<file path="src/sv/aipd_pkg.sv">
`default_nettype none
// ----------------------------------------------------------------------------
// aipd_pkg
// Shared types and constants of the +IPD stream deframer: beat payloads,
// register reset value and the characters of the frame header.
// ----------------------------------------------------------------------------
package aipd_pkg;

	typedef struct packed {
		logic       req_type;
		logic [7:0] rx_byte;
	} in_t;

	typedef struct packed {
		logic [7:0]  link_id;
		logic [15:0] payload_length;
		logic [15:0] peer_port;
		logic        port_present;
		logic [7:0]  payload_byte;
		logic        byte_valid;
		logic        last;
	} out_t;

	localparam logic [15:0] MAX_PAYLOAD_RST = 16'd1024;
	localparam logic [16:0] ACC_SAT         = 17'h1FFFF;
	localparam logic [16:0] LINK_MAX        = 17'h000FF;
	localparam logic [16:0] PORT_MAX        = 17'h0FFFF;

	localparam logic [7:0] CH_PLUS  = 8'h2B;
	localparam logic [7:0] CH_I     = 8'h49;
	localparam logic [7:0] CH_P     = 8'h50;
	localparam logic [7:0] CH_D     = 8'h44;
	localparam logic [7:0] CH_COMMA = 8'h2C;
	localparam logic [7:0] CH_COLON = 8'h3A;
	localparam logic [7:0] CH_QUOTE = 8'h22;

	localparam logic REQ_BYTE  = 1'b0;
	localparam logic REQ_CLEAR = 1'b1;

endpackage
`default_nettype wire

</file>
<file path="src/sv/aipd_parser.sv">
`default_nettype none
// ----------------------------------------------------------------------------
// aipd_parser
// Header parser state machine: takes one registered beat per step, updates
// the parser state and forms at most one result for the same step.
// ----------------------------------------------------------------------------
module aipd_parser (
	input  wire logic         clk,
	input  wire logic         arst_n,
	input  wire logic         cfg_wr,
	input  wire logic [15:0]  cfg_data,
	input  wire logic         step,
	input  wire aipd_pkg::in_t item,
	output logic              res_valid,
	output aipd_pkg::out_t    res_data
);

	typedef enum logic [3:0] {
		PH_HUNT      = 4'd0,
		PH_LINK      = 4'd1,
		PH_LEN       = 4'd2,
		PH_EXTRA     = 4'd3,
		PH_IP        = 4'd4,
		PH_PORTCOMMA = 4'd5,
		PH_PORT      = 4'd6,
		PH_SKIP      = 4'd7,
		PH_DATA      = 4'd8
	} phase_t;

	phase_t      phase_q, phase_d;
	logic [2:0]  pm_q, pm_d;
	logic [16:0] acc_q, acc_d;
	logic        seen_q, seen_d;
	logic [7:0]  link_q, link_d;
	logic [15:0] len_q, len_d;
	logic [15:0] left_q, left_d;
	logic [15:0] port_q, port_d;
	logic        pflag_q, pflag_d;
	logic [15:0] max_payload_q;

	logic [7:0]  b;
	logic        is_dig;
	logic [20:0] acc_mul;
	logic [16:0] acc_add;
	logic [2:0]  hn_cur, hn_0;
	logic        hh_cur, hh_0;
	logic        do_hunt, do_resync, do_open;

	function automatic logic [7:0] prefix_char(logic [2:0] p);
		logic [7:0] c;
		case (p)
			3'd0:    c = aipd_pkg::CH_PLUS;
			3'd1:    c = aipd_pkg::CH_I;
			3'd2:    c = aipd_pkg::CH_P;
			3'd3:    c = aipd_pkg::CH_D;
			default: c = aipd_pkg::CH_COMMA;
		endcase
		return c;
	endfunction

	function automatic logic [2:0] hunt_next(logic [2:0] pm, logic [7:0] x);
		logic [2:0] p;
		logic [2:0] r;
		p = (pm > 3'd4) ? 3'd0 : pm;
		if (x == prefix_char(p)) begin
			r = (p == 3'd4) ? 3'd0 : p + 3'd1;
		end else begin
			r = (x == aipd_pkg::CH_PLUS) ? 3'd1 : 3'd0;
		end
		return r;
	endfunction

	function automatic logic hunt_hit(logic [2:0] pm, logic [7:0] x);
		logic [2:0] p;
		p = (pm > 3'd4) ? 3'd0 : pm;
		return (p == 3'd4) && (x == aipd_pkg::CH_COMMA);
	endfunction

	assign b       = item.rx_byte;
	assign is_dig  = b inside {[8'h30:8'h39]};
	assign acc_mul = {1'b0, acc_q, 3'b000} + {3'b000, acc_q, 1'b0} + {17'd0, b[3:0]};
	assign acc_add = (acc_mul > {4'd0, aipd_pkg::ACC_SAT}) ? aipd_pkg::ACC_SAT
		: acc_mul[16:0];
	assign hn_cur  = hunt_next(pm_q, b);
	assign hh_cur  = hunt_hit(pm_q, b);
	assign hn_0    = hunt_next(3'd0, b);
	assign hh_0    = hunt_hit(3'd0, b);

	always_comb begin
		phase_d   = phase_q;
		pm_d      = pm_q;
		acc_d     = acc_q;
		seen_d    = seen_q;
		link_d    = link_q;
		len_d     = len_q;
		left_d    = left_q;
		port_d    = port_q;
		pflag_d   = pflag_q;
		res_valid = 1'b0;
		res_data  = '0;
		do_hunt   = 1'b0;
		do_resync = 1'b0;
		do_open   = 1'b0;

		case (phase_q)
			PH_HUNT: begin
				do_hunt = 1'b1;
			end
			PH_LINK: begin
				if (is_dig) begin
					acc_d  = acc_add;
					seen_d = 1'b1;
				end else if (seen_q && acc_q <= aipd_pkg::LINK_MAX
						&& b == aipd_pkg::CH_COMMA) begin
					link_d  = acc_q[7:0];
					acc_d   = '0;
					seen_d  = 1'b0;
					phase_d = PH_LEN;
				end else begin
					do_resync = 1'b1;
				end
			end
			PH_LEN: begin
				if (is_dig) begin
					acc_d  = acc_add;
					seen_d = 1'b1;
				end else if (!seen_q || acc_q > {1'b0, max_payload_q}) begin
					do_resync = 1'b1;
				end else begin
					len_d = acc_q[15:0];
					if (b == aipd_pkg::CH_COMMA) begin
						phase_d = PH_EXTRA;
					end else if (b == aipd_pkg::CH_COLON) begin
						do_open = 1'b1;
					end else begin
						do_resync = 1'b1;
					end
				end
			end
			PH_EXTRA: begin
				if (b == aipd_pkg::CH_QUOTE) begin
					phase_d = PH_IP;
				end else if (b == aipd_pkg::CH_COLON) begin
					do_open = 1'b1;
				end else begin
					phase_d = PH_SKIP;
				end
			end
			PH_SKIP: begin
				if (b == aipd_pkg::CH_COLON) begin
					do_open = 1'b1;
				end
			end
			PH_IP: begin
				if (b == aipd_pkg::CH_QUOTE) begin
					phase_d = PH_PORTCOMMA;
				end
			end
			PH_PORTCOMMA: begin
				if (b == aipd_pkg::CH_COMMA) begin
					acc_d   = '0;
					seen_d  = 1'b0;
					phase_d = PH_PORT;
				end else begin
					do_resync = 1'b1;
				end
			end
			PH_PORT: begin
				if (is_dig) begin
					acc_d  = acc_add;
					seen_d = 1'b1;
				end else if (seen_q && acc_q <= aipd_pkg::PORT_MAX
						&& b == aipd_pkg::CH_COLON) begin
					port_d  = acc_q[15:0];
					pflag_d = 1'b1;
					do_open = 1'b1;
				end else begin
					do_resync = 1'b1;
				end
			end
			PH_DATA: begin
				res_valid = 1'b1;
				res_data.payload_byte = b;
				res_data.byte_valid   = 1'b1;
				if (left_q <= 16'd1) begin
					res_data.last = 1'b1;
					left_d  = '0;
					phase_d = PH_HUNT;
					pm_d    = '0;
				end else begin
					left_d = left_q - 16'd1;
				end
			end
			default: begin
				phase_d = PH_HUNT;
				pm_d    = '0;
				acc_d   = '0;
				seen_d  = 1'b0;
				link_d  = '0;
				len_d   = '0;
				left_d  = '0;
				port_d  = '0;
				pflag_d = 1'b0;
			end
		endcase

		// prefix hunt, also for a byte that broke a header
		if (do_hunt || do_resync) begin
			phase_d = PH_HUNT;
			acc_d   = '0;
			seen_d  = 1'b0;
			pm_d    = do_hunt ? hn_cur : hn_0;
			if (do_hunt ? hh_cur : hh_0) begin
				pm_d    = '0;
				link_d  = '0;
				len_d   = '0;
				port_d  = '0;
				pflag_d = 1'b0;
				left_d  = '0;
				phase_d = PH_LINK;
			end
		end

		if (do_open) begin
			acc_d  = '0;
			seen_d = 1'b0;
			if (len_d == 16'd0) begin
				res_valid = 1'b1;
				res_data.last = 1'b1;
				phase_d = PH_HUNT;
				pm_d    = '0;
			end else begin
				left_d  = len_d;
				phase_d = PH_DATA;
			end
		end

		res_data.link_id        = link_d;
		res_data.payload_length = len_d;
		res_data.peer_port      = port_d;
		res_data.port_present   = pflag_d;

		if (item.req_type == aipd_pkg::REQ_CLEAR) begin
			phase_d   = PH_HUNT;
			pm_d      = '0;
			acc_d     = '0;
			seen_d    = 1'b0;
			link_d    = '0;
			len_d     = '0;
			left_d    = '0;
			port_d    = '0;
			pflag_d   = 1'b0;
			res_valid = 1'b0;
		end
	end

	always_ff @(posedge clk or negedge arst_n) begin
		if (!arst_n) begin
			phase_q       <= PH_HUNT;
			pm_q          <= '0;
			acc_q         <= '0;
			seen_q        <= 1'b0;
			link_q        <= '0;
			len_q         <= '0;
			left_q        <= '0;
			port_q        <= '0;
			pflag_q       <= 1'b0;
			max_payload_q <= aipd_pkg::MAX_PAYLOAD_RST;
		end else begin
			if (cfg_wr) begin
				max_payload_q <= cfg_data;
			end
			if (step) begin
				phase_q <= phase_d;
				pm_q    <= pm_d;
				acc_q   <= acc_d;
				seen_q  <= seen_d;
				link_q  <= link_d;
				len_q   <= len_d;
				left_q  <= left_d;
				port_q  <= port_d;
				pflag_q <= pflag_d;
			end
		end
	end

endmodule
`default_nettype wire

</file>
<file path="src/sv/aipd_out_reg.sv">
`default_nettype none
// ----------------------------------------------------------------------------
// aipd_out_reg
// Result register: holds one result beat until the sink takes it and tells
// the parser when a new result can be loaded.
// ----------------------------------------------------------------------------
module aipd_out_reg (
	input  wire logic          clk,
	input  wire logic          arst_n,
	input  wire logic          load,
	input  wire logic          load_valid,
	input  wire aipd_pkg::out_t load_data,
	output logic               free,
	output logic               out_valid,
	input  wire logic          out_ready,
	output aipd_pkg::out_t     out_data
);

	logic           valid_q;
	aipd_pkg::out_t data_q;

	assign free      = !valid_q || out_ready;
	assign out_valid = valid_q;
	assign out_data  = data_q;

	always_ff @(posedge clk or negedge arst_n) begin
		if (!arst_n) begin
			valid_q <= 1'b0;
		end else if (free) begin
			valid_q <= load && load_valid;
		end
	end

	always_ff @(posedge clk) begin
		if (free && load && load_valid) begin
			data_q <= load_data;
		end
	end

endmodule
`default_nettype wire

</file>
<file path="src/sv/at_ipd_stream_deframer_unit.sv">
`default_nettype none
// ----------------------------------------------------------------------------
// at_ipd_stream_deframer_unit
// +IPD stream deframer: parses modem frame headers and emits payload bytes.
// ----------------------------------------------------------------------------
// One beat is taken every cycle while the result side keeps up. A beat waits
// in the input register until the parser steps on it; the parser updates its
// state from it in that step, and any result it causes is loaded into the
// output register at the end of that step, so a result passes the input
// register and then the output register before out_valid rises. The parser
// state update sets the rate. The cfg channel writes max_payload and is always
// ready; write it only while no frame is in flight.
module at_ipd_stream_deframer_unit (
	input  wire logic          clk,
	input  wire logic          arst_n,
	input  wire logic          cfg_valid,
	output logic               cfg_ready,
	input  wire logic [15:0]   cfg_data,
	input  wire logic          in_valid,
	output logic               in_ready,
	input  wire aipd_pkg::in_t  in_data,
	output logic               out_valid,
	input  wire logic          out_ready,
	output aipd_pkg::out_t     out_data
);

	logic           valid_s1;
	aipd_pkg::in_t  data_s1;
	logic           free;
	logic           step;
	logic           res_valid;
	aipd_pkg::out_t res_data;

	assign cfg_ready = 1'b1;
	assign step      = valid_s1 && free;
	assign in_ready  = !valid_s1 || free;

	always_ff @(posedge clk or negedge arst_n) begin
		if (!arst_n) begin
			valid_s1 <= 1'b0;
		end else if (in_ready) begin
			valid_s1 <= in_valid;
		end
	end

	always_ff @(posedge clk) begin
		if (in_ready && in_valid) begin
			data_s1 <= in_data;
		end
	end

	aipd_parser u_parser (
		.clk       (clk),
		.arst_n    (arst_n),
		.cfg_wr    (cfg_valid && cfg_ready),
		.cfg_data  (cfg_data),
		.step      (step),
		.item      (data_s1),
		.res_valid (res_valid),
		.res_data  (res_data)
	);

	aipd_out_reg u_out_reg (
		.clk        (clk),
		.arst_n     (arst_n),
		.load       (step),
		.load_valid (res_valid),
		.load_data  (res_data),
		.free       (free),
		.out_valid  (out_valid),
		.out_ready  (out_ready),
		.out_data   (out_data)
	);

endmodule
`default_nettype wire

</file>
<file path="config.mk">
export PLATFORM = sky130hd
export DESIGN_NAME = at_ipd_stream_deframer_unit
export DESIGN_NICKNAME = d
export VERILOG_FILES = /design/src/sv/aipd_pkg.sv /design/src/sv/aipd_parser.sv /design/src/sv/aipd_out_reg.sv /design/src/sv/at_ipd_stream_deframer_unit.sv
export SDC_FILE = /design/constraint.sdc
export NUM_CORES = 1
export LEC_CHECK = 0
export ABC_AREA = 1
export BUFFER_PORTS_ARGS = -buffer_cell sky130_fd_sc_hd__buf_4
export CORE_MARGIN = 2
export CORE_UTILIZATION = 50
export DETAILED_ROUTE_END_ITERATION = 7
export HOLD_SLACK_MARGIN = 0.06
export MAX_ROUTING_LAYER = met4
export PLACE_DENSITY = 0.69
export SLEW_MARGIN = 40
export SYNTH_ARGS = -nofsm -noshare
export SYNTH_HDL_FRONTEND = slang
export SYNTH_SLANG_ARGS = --single-unit
</file>
<file path="constraint.sdc">
create_clock -name clk -period 10.1 [get_ports clk]
set_input_delay 1.01 -clock clk [delete_from_list [all_inputs] [get_ports clk]]
set_output_delay 1.01 -clock clk [all_outputs]
set_load 0.01 [all_outputs]
</file>
==> After elaboration in Yosys (flattened, before gate mapping) <==
Index checks and enable logic that the tools add are counted.
{ "word_totals": {"reg_bits": 160, "latch_bits": 0, "ram_bits": 0, "mem_bits_ro": 0, "in_bits": 30, "output_inout_bits": 54, "mem_count": 0} }
{ "classes": {"add_sub_neg": 4, "multipliers": 0, "div_mod_pow": 0, "order_cmp": 8, "eq_ne": 30, "shifts": 0, "n_mux": 105, "bitwise_logic": 0, "reduce_logical": 30} }
{ "op_table": {"columns": ["op", "n"], "rows": [
  ["16-bit two-way mux", 16],
  ["17-bit two-way mux", 8],
  ["16-bit one-hot mux with 2 select lines", 3],
  ["17-bit one-hot mux with 4 select lines", 1],
  ["4-bit two-way mux", 14],
  ["8-bit two-way mux", 5],
  ["1-bit two-way mux", 39],
  ["8-bit by 6-bit == test with 1-bit output, second input constant", 4],
  ["8-bit OR reduction", 4],
  ["3-bit two-way mux", 10],
  ["4-bit one-hot mux with 7 select lines", 1],
  ["7-bit one-hot mux with 4 select lines", 1],
  ["5-bit by 2-bit != test with 1-bit output, second input constant", 5],
  ["20-bit by 18-bit adder with 21-bit output", 1],
  ["21-bit by 4-bit adder with 21-bit output", 1],
  ["21-bit by 17-bit > comparator with 1-bit output, second input constant", 1],
  ["17-bit by 16-bit > comparator with 1-bit output", 1],
  ["17-bit by 16-bit less-or-equal comparator with 1-bit output, second input constant", 1],
  ["17-bit by 8-bit less-or-equal comparator with 1-bit output, second input constant", 1],
  ["4-bit by 3-bit == test with 1-bit output, second input constant", 4],
  ["16-bit by 1-bit less-or-equal comparator with 1-bit output, second input constant", 1],
  ["16-bit logical NOT", 1],
  ["8-bit one-hot mux with 2 select lines", 1],
  ["16-bit by 1-bit subtractor with 16-bit output, second input constant", 1],
  ["31 further kinds", 52]
]} }

==> Logic depth before layout (Yosys ltp) <==
Gate-level depths: netlist of run 1.
{ "logic_depth": {"depth_word": 13, "ltp_mapped": 25, "ltp_nobuf": 23} }

==> Modules after synthesis <==
Synthesis of run 1 repeated with hierarchy kept, for this count alone.
{ "unflattened": {"hier_cells": 1181, "hier_area_um2": 9654.3} }
{ "by_module_without_submodules": {"columns": ["module", "instances", "cells_per_inst", "area_per_inst_um2", "seq_area_each_um2"], "rows": [
  ["aipd_parser", 1, 1105, 7743.7, 2453.6],
  ["aipd_out_reg", 1, 57, 1576.5, 1556.5],
  ["at_ipd_stream_deframer_unit", 1, 19, 334.1, 295.3]
]} }

==> Worst setup path after synthesis of run 1 <==
Ideal clock, no wire load.
{ "synth_timing": {"kind": "register to register", "from": "register u_parser.max_payload_q[10]", "to": "register u_out_reg.data_q (netlist bit u_out_reg.out_data[0]) (enable)", "setup_time_ns": 0.405, "arrival_time_ns": 3.386, "slack_ns": 6.308, "stages_incl_launch_ff": 21, "synth_period_minus_slack_ns": 3.792, "path_cell_list": "dfstp_2 > inv_1 > ha_1 > nand2_1 > nand2_1 > nand2_1 > nand2_1 > a21oi_1 > nand3_2 > nand2_4 > buf_6 > nand4_1 > nand3_2 > nand2_1 > a21oi_1 > nand2_1 > nor2_2 > nand3_1 > nand2_1 > nand2_1 > inv_1"} }
{ "synth_via": {"elab_chain_cells": 12, "elab_cells_between_ends": 19, "cone_classes": "order compare: 1; mux: 14; reduce/logical: 4"} }
{ "synth_lines": {"columns": ["item", "line", "text"], "rows": [
  ["from (decl)", "aipd_parser.sv:39", "logic [15:0] max_payload_q;"],
  ["from (signal assigned)", "aipd_parser.sv:268", "max_payload_q <= aipd_pkg::MAX_PAYLOAD_RST;"],
  ["from (signal assigned)", "aipd_parser.sv:271", "max_payload_q <= cfg_data;"],
  ["17-bit by 16-bit > comparator with 1-bit output (*)", "aipd_parser.sv:127", "end else if (!seen_q || acc_q > {1'b0, max_payload_q}) begin"],
  ["1-bit logical OR (*)", "aipd_parser.sv:127", null],
  ["16-bit two-way mux or 1-bit two-way mux (tied branches)", "aipd_parser.sv:127", null],
  ["16-bit two-way mux or 1-bit two-way mux (tied branches)", "aipd_parser.sv:124", "if (is_dig) begin"],
  ["16-bit one-hot mux with 2 select lines or 1-bit one-hot mux with 4 select lines (tied branches)", "aipd_parser.sv:105", "case (phase_q)"],
  ["16-bit two-way mux or 1-bit logical OR (tied branches)", "aipd_parser.sv:213, aipd_parser.sv:208", null],
  ["16-bit two-way mux", "aipd_parser.sv:208", "if (do_hunt || do_resync) begin"],
  ["16-bit logical NOT", "aipd_parser.sv:227", "if (len_d == 16'd0) begin"],
  ["1-bit two-way mux", "aipd_parser.sv:227", null],
  ["1-bit two-way mux (*)", "aipd_parser.sv:224", "if (do_open) begin"],
  ["1-bit two-way mux (*)", "aipd_parser.sv:243", "if (item.req_type == aipd_pkg::REQ_CLEAR) begin"],
  ["1-bit logical AND (*)", "aipd_out_reg.sv:35", "if (free && load && load_valid) begin"],
  ["to (signal assigned)", "aipd_out_reg.sv:36", "data_q <= load_data;"],
  ["to (decl)", "aipd_out_reg.sv:20", "aipd_pkg::out_t data_q;"]
]} }
Every way passes the cells marked *; elsewhere a longest branch is shown, timed or not.
A chain may end at the register's enable or synchronous reset.

==> results of run 1 <==
## synthesized netlist by cell type (2+ instances only)
library cell,number
a21oi_1,52
o31ai_1,2
xor2_1,15
o21ai_1,8
buf_2,8
nand3_4,2
or2_2,3
o22ai_1,87
ha_1,57
o32ai_1,2
nor3_1,13
nand2_1,264
buf_1,3
xnor2_1,4
edfxtp_1,60
o21ai_0,51
a31oi_1,2
nand2_4,3
inv_1,188
clkbuf_1,26
nor4_1,2
inv_2,2
nand3_2,3
nor2_2,3
nand3_1,81
a21o_1,2
dfrtp_1,99
buf_4,2
nor2_1,94
nand4_1,25
o211ai_1,3
clkinv_1,3
buf_6,4
fa_1,2
o2111ai_1,3
nor3b_1,6
a211oi_1,2
o21bai_1,2
## power groups by stage
stage | logic (mW) | registers [mW] | clock network [mW]
after global routing | 0.0712 | 0.687 | 0.750
after global placement | 0.0612 | 0.699 | 0
after detailed placement | 0.0625 | 0.699 | 0
final | 0.0624 | 0.686 | 0.714
after CTS | 0.0629 | 0.686 | 0.720
after floorplan | 0.0350 | 0.697 | 0
## kinds of logic (layout without fill, tap and decap cells)
logic type,after synthesis,in the layout
flip-flops,160,160
AO/OA/AOI/OAI,225,225
multiplexers,1,1
AND/OR/NAND/NOR,504,504
buffers and inverters,236,315
XOR/XNOR,19,19
adder cells (fa/ha/maj),59,59
other,1,1
## final cells by class
class                   instances  share of cell area, %
clock buffers                  18                   3.83
repair buffers                 90                   6.06
inverters                     193                   6.49
flip-flops and latches        160                   38.4
multi-input cells             809                   40.2
clock inverters                14                   2.01
well taps                     265                   2.96
## flip-flops by register name (all words and copies together), names as in the netlist, 3 cells and up
| register | count |
|---|---|
| u_parser.acc_q | 17 |
| u_out_reg.out_data | 51 |
| u_parser.left_q | 16 |
| u_parser.pm_q | 3 |
| u_parser.port_q | 16 |
| u_parser.max_payload_q | 16 |
| u_parser.len_q | 16 |
| u_parser.phase_q | 4 |
| data_s1 | 9 |
| u_parser.link_q | 8 |
## cells in the final DEF (no fill, tap or decap), types with 13 or more instances in the layout
cell type,instances
nand3_1,80
ha_1,57
nor2_1,94
nand2_1,263
dfrtp_1,99
inv_1,187
buf_4,89
o21ai_0,51
edfxtp_1,60
o22ai_1,87
clkbuf_16,17
xor2_1,15
nor3_1,13
a21oi_1,52
nand4_1,25
## worst min-delay path, stage by stage, from the launching register on
cell and delay (ps):
dfrtp_1 340, nand2_1 50, nand2_1 60
## routing by layer
layer / vias up / GRT usage, % / wire (um)
met3: 51 / 3.80 / 1570
met2: 322 / 37.5 / 11100
met1: 3989 / 37.6 / 11900
met5: - / - / 0
met4: 0 / 10.0 / 772
li1: 4179 / - / -
## through the flow
stage | hold slack, ps | util, % | std cells | setup WS (ps) | power, mW
after CTS | 486 | 58.1 | 1549 | 6220 | 1.47
after floorplan | 449 | - | 1205 | 6310 | 0.732
after global placement | 465 | 54.6 | 1517 | 6070 | 0.760
after global routing | 513 | 58.1 | 1549 | 5810 | 1.51
after detailed placement | 470 | 54.7 | 1517 | 6240 | 0.762
final | 483 | 58.1 | 1549 | 6200 | 1.46
## final timing paths
check                      depth (start not counted)             start                endpoint  slack, ps
hold / removal                                     2  u_parser.pm_q[2]        u_parser.pm_q[2]        480
min in group asynchronous                          1            arst_n      u_parser.port_q[4]        560
setup / recovery                                  18  u_parser.pm_q[1]  u_out_reg.out_data[24]       6200
max in group asynchronous                          2            arst_n       u_parser.acc_q[2]       8610
setup reg to reg                                  18  u_parser.pm_q[1]  u_out_reg.out_data[24]       6200
hold reg to reg                                    2  u_parser.pm_q[2]        u_parser.pm_q[2]        480
==> impl_metrics.csv, run 1 <==
group,metric,value,unit
global_routing,grt_pass1_wl,41300,um
pwr,irDropWorstVdd,0.000113,V
pwr,pwr_density_cell,131,nW/um^2
placed_design,gp_congestion,0.911,
yosys,syn_area,9720,um^2
sta,final-hold-violation-count,0,
yosys,synthSimpleGateAreaFrac,22.9,%
drt,via_per_inst,5.51,
drt,dr.first_iter.drc_count,843,
layout,multi_input_comb_area,4510,um^2
drt,drtAntennaViolNets,0,
floorplan,die_area,20600,um^2
drt,via_count,8541,
layout,diodes,0,
yosys,synth_nets,1294,
sta,setup_viol,0,
clock_tree,cts.sinks,160,
setup_path,crit_fanout,56,
floorplan,die_y,143,um
setup_path,start_kind,"flip-flop",
clock_tree,cts_resized,0,
pwr,pwr-share-clk,48.8,%
pwr,p_sw_share,23.1,%
yosys,yosys-mux-area-fraction,0.116,%
sta,fin_worst_skew,10.8,ps
floorplan,floorplan.core_area,19300,um^2
yosys,synth_top_family_by_area,"simple AND/OR/NAND/NOR gates",
sta,period_share,38.7,%
yosys,avgSynthCellArea,8.07,um^2
drt,drc,0,
layout,seq_area,4310,um^2
floorplan,ios,84,
layout,area_growth,15.2,%
sta,drv_slew,0,
yosys,synth_xor_area_share,1.71,%
clock_tree,clock_latency,440,ps
sta,relSlewSlack,53.2,%
yosys,syn_inst,1205,
clock_tree,clkTransAtPathRegs,70,ps
drt,first_pass_iters,5,
placed_design,io_buffers,82,
global_routing,grt_max_degree,61,
pwr,p_int,1.12,mW
pwr,power.net_switching,339,uW
placed_design,placed_area,10500,um^2
setup_path,crit_buf_inv,6,
yosys,seq_area_frac_synth,44.3,%
run_status,status,"finished, final reports clean",
yosys,ys_top_cells_by_area,"dfrtp_1 25%, edfxtp_1 19%, nand2_1 10%",
sta,setup-tns-final,0,ps
yosys,synth_top_area_cell,"dfrtp_1",
min_path,hold_path_class,"flip-flop to flip-flop",
clock_tree,htreeDepth,4,
clock_tree,clock-root-buffer,"clkbuf_16",
floorplan,die_w,143,um
setup_path,crit_path_cell_trace,"inv_1 > a21oi_1 > nor2_1 > inv_1 > ha_1 > inv_1 > nor2_1 > nand3_2 > buf_4 > inv_1 > a21oi_1 > nor2_1 > nand2_1 > nor2_2 > nand3_1 > nand2_1 > nand2_1 > inv_4",
floorplan,fp-row-count,51,
yosys,synthAdderAreaFrac,7.75,%
yosys,synth_compound_area_share,13.6,%
clock_tree,cts_buffer_depth,2,
sta,rsz0062_at_grt,"false",
layout,fin_nets,1360,
global_routing,globalRouteTotalUtil,26.2,%
yosys,synth_top_area_share,25.5,%
yosys,synthArstFlopShare,62.5,%
yosys,ys_types,55,
sta,max_freq,0.256,GHz
placed_design,dp_hpwl,17600,um
global_routing,first_global_vias,8031,
pwr,combPwrFrac,4.3,%
sta,worstMarginPinSlew,699,ps
setup_path,critPathRequiredTime,10170,ps
setup_path,slowest_delay,500,ps
global_routing,antenna_found_initial,0,
layout,fin_area,11200,um^2
yosys,ys_seq_elements,160,
sta,period_needed,3900,ps
floorplan,start_util,50.4,%
drt,finalWirelength,25400,um
layout,nFillCells,1779,
yosys,yosys_warnings,0,
global_routing,gr-total-overflow,0,
setup_path,critical_path_class,"flip-flop to flip-flop",
clock_tree,post_cts_buffers,0,
clock_tree,cts_hold_buf,0,
clock_tree,cts_tree,"yes",
setup_path,crit_family,"buffers and inverters",
setup_path,arrival,3970,ps
layout,drive_above_1_share,11.5,%
yosys,synth_edf_count,60,
drt,wire_per_inst,16.4,um
pwr,seqPwrFrac,46.9,%
setup_path,cp_common_cell,"inv_1",
setup_path,slowest_stage,"inv_4",
setup_path,end_kind,"flip-flop",
flow_run,drv_cap,0,
clock_tree,cts_made_buffers,17,
pwr,p_leak,5.64,nW
yosys,synthFlopType,"dfrtp_1",
Note: power is estimated with default switching activity, not from simulation.
==> run 2, diff against run 1 <==
--- a/config.mk
+++ b/config.mk
@@ -12,7 +12,7 @@
 export DETAILED_ROUTE_END_ITERATION = 7
 export HOLD_SLACK_MARGIN = 0.06
 export MAX_ROUTING_LAYER = met4
-export PLACE_DENSITY = 0.69
+export PLACE_DENSITY = 0.71
 export SLEW_MARGIN = 40
 export SYNTH_ARGS = -nofsm -noshare
 export SYNTH_HDL_FRONTEND = slang
==> constraint.sdc (replaced) <==
create_clock -name clk -period 3.4 [get_ports clk]
set_input_delay 0.34 -clock clk [delete_from_list [all_inputs] [get_ports clk]]
set_output_delay 0.34 -clock clk [all_outputs]
set_load 0.01 [all_outputs]
==> run 2 against run 1 <==
  * Non-clock buffer count grew 53
  * Setup slack worse by 6100 ps
  * Wire length increased by 2.8%
  * Critical path type unchanged
  * Largest cell class unchanged
  * Largest power group is now sequential cells
==> impl_metrics.csv, run 2 (same netlist as run 1, synthesis figures left out) <==
group,metric,value,unit
clock_tree,clock_latency,430,ps
layout,final_common_cell,"nand2_1",
floorplan,floorplan.core_area,19300,um^2
pwr,pwr-share-clk,45.0,%
floorplan,die_area,20600,um^2
setup_path,r2r_end,"u_out_reg.out_data[29]",
sta,period_needed,3340,ps
sta,worstMarginPinSlew,822,ps
layout,layout_common_cells,"260 x nand2_1, 184 x inv_1, 131 x buf_4",
setup_path,start_kind,"flip-flop",
clock_tree,cts.sinks,160,
drt,wire_per_inst,16.2,um
setup_path,rr_startpoint,"u_parser.acc_q[1]",
run_status,status,"finished, final reports clean",
layout,largest_register_ffs,51,
layout,fin_area,11900,um^2
clock_tree,clkTransAtPathRegs,70,ps
placed_design,io_buffers,82,
setup_path,crit_path_cell_trace,"ha_1 > nand2_1 > nor2_2 > nand2_1 > nand3b_1 > nand3_4 > nand2_8 > nand3_4 > nand2_1 > nand3_1 > nand2_1 > o21ai_1 > nand2_1 > nor2_4 > nand3_2 > nand2_2 > nand2_4 > clkinvlp_4 > buf_12 > clkbuf_16",
floorplan,die_y,143,um
global_routing,gr-total-overflow,0,
pwr,p_leak,5.89,nW
setup_path,end_kind,"flip-flop",
sta,setup_slack,55.3,ps
setup_path,startpoint,"u_parser.acc_q[1]",
global_routing,antenna_found_initial,0,
setup_path,slowest_stage,"dfrtp_1",
sta,relSlewSlack,45.0,%
sta,period_share,98.4,%
pwr,power.net_switching,984,uW
sta,drv_slew,0,
flow_run,drv_cap,0,
setup_path,cp-endpoint,"u_out_reg.out_data[29]",
setup_path,crit_fanout,6,
placed_design,pre_cts_slack,73.9,ps
floorplan,start_util,50.4,%
min_path,hold_path_class,"input pin to flip-flop",
drt,drc,0,
drt,first_pass_iters,5,
drt,finalWirelength,26100,um
layout,area_growth,22.1,%
clock_tree,cts_buffer_depth,2,
pwr,combPwrFrac,5.2,%
sta,setup_viol,0,
clock_tree,cts_made_buffers,17,
pwr,p_sw_share,24.0,%
drt,via_per_inst,5.49,
setup_path,arrival,3490,ps
setup_path,reg2reg_depth,20,
placed_design,placed_area,10800,um^2
clock_tree,htreeDepth,4,
sta,max_freq,0.299,GHz
placed_design,gp_congestion,0.944,
drt,via_count,8825,
setup_path,reg2reg_slack,60,ps
pwr,pwr_density_cell,345,nW/um^2
sta,fin_worst_skew,9.27,ps
drt,dr.first_iter.drc_count,726,
global_routing,globalRouteTotalUtil,25.0,%
layout,diodes,0,
setup_path,critical_path_class,"flip-flop to flip-flop",
setup_path,slowest_delay,470,ps
clock_tree,clock-root-buffer,"clkbuf_16",
pwr,irDropWorstVdd,0.000342,V
layout,fin_nets,1418,
setup_path,cp_common_cell,"nand2_1",
floorplan,ios,84,
drt,drtAntennaViolNets,0,
clock_tree,cts_tree,"yes",
layout,drive_above_1_share,17.3,%
global_routing,grt_max_degree,80,
setup_path,critPathRequiredTime,3550,ps
pwr,p_int,3.12,mW
global_routing,grt_pass1_wl,39400,um
sta,rsz0062_at_grt,"true",
layout,nFillCells,1713,
global_routing,first_global_vias,7705,
floorplan,die_w,143,um
sta,final-hold-violation-count,0,
pwr,seqPwrFrac,49.8,%
floorplan,fp-row-count,51,
placed_design,dp_hpwl,18000,um
## run 2: cell types whose count changed in the layout (fill, tap and decap cells not counted), sizes merged, moves of 2 or more
cell | before | now
bufinv | 4 | 1
nand3 | 86 | 88
clkbuf | 18 | 21
nand2 | 267 | 270
clkinvlp | 0 | 3
buf | 90 | 139
## run 2: stage by stage
step / cells / power [mW] / hold WS (ps) / utilization (%) / TNS [ps]
after floorplan: 1205 / 2.18 / 44.4 / - / 0
after CTS: 1580 / 4.09 / 85.1 / 58.8 / 0
after detailed placement: 1547 / 2.26 / 432 / 55.9 / 0
after global routing: 1607 / 4.24 / 80.8 / 61.6 / -6010
after global placement: 1547 / 2.26 / 464 / 55.9 / 0
final: 1607 / 4.10 / 92.5 / 61.6 / 0
## run 2: repair_timing
| item | in CTS | in global routing |
|---|---|---|
| endpoints found under the setup margin | 0 | 69 |
| endpoints found under the hold margin | 76 | 0 |
| gates resized for setup | 0 | 42 |
| setup buffers | 0 | 15 |
| hold buffers | 1 | 0 |
## run 2: final cells by class
type / instances / area (um^2) / area share (%)
flip-flops and latches: 160 / 4310 / 36.3
repair buffers: 143 / 1200 / 10.1
clock buffers: 18 / 429 / 3.61
inverters: 193 / 728 / 6.13
multi-input cells: 814 / 4750 / 40.0
well taps: 265 / 332 / 2.79
clock inverters: 14 / 128 / 1.07
## run 2: worst min-delay path by stage
stage,from,end,slack [ps],depth (start not counted)
2_1_floorplan,arst_n,u_out_reg.out_valid,40,0
3_3_place_gp,u_parser.pm_q[2],u_parser.pm_q[2],460,2
3_5_place_dp,arst_n,u_parser.link_q[4],430,1
4_1_cts,in_data[5],data_s1[5],90,1
5_1_grt,in_data[1],data_s1[1],80,1
6_report,in_data[5],data_s1[5],90,1
## run 2: routing by layer
metal / wire length, um / vias to the layer above / track usage (%)
li1: - / 4313 / -
met2: 11400 / 346 / 35.6
met1: 12200 / 4110 / 36.6
met5: 0 / - / -
met3: 1640 / 56 / 3.37
met4: 828 / 0 / 8.93
## run 2: critical path, delay by kind of cell, from the launching register on
| family | cells | cell delay, ps |
|---|---|---|
| simple gates | 15 | 1670 |
| buf+inv | 3 | 490 |
| flops | 1 | 470 |
| fa+ha+maj | 1 | 310 |
| compound gates | 1 | 130 |
## run 2: power by group through the flow
stage	Sequential (mW)	Clock, mW	Combinational [mW]
after floorplan	2.07	0	0.104
after global placement	2.08	0	0.185
after detailed placement	2.08	0	0.187
after CTS	2.04	1.86	0.190
after global routing	2.04	1.95	0.242
final	2.04	1.85	0.213
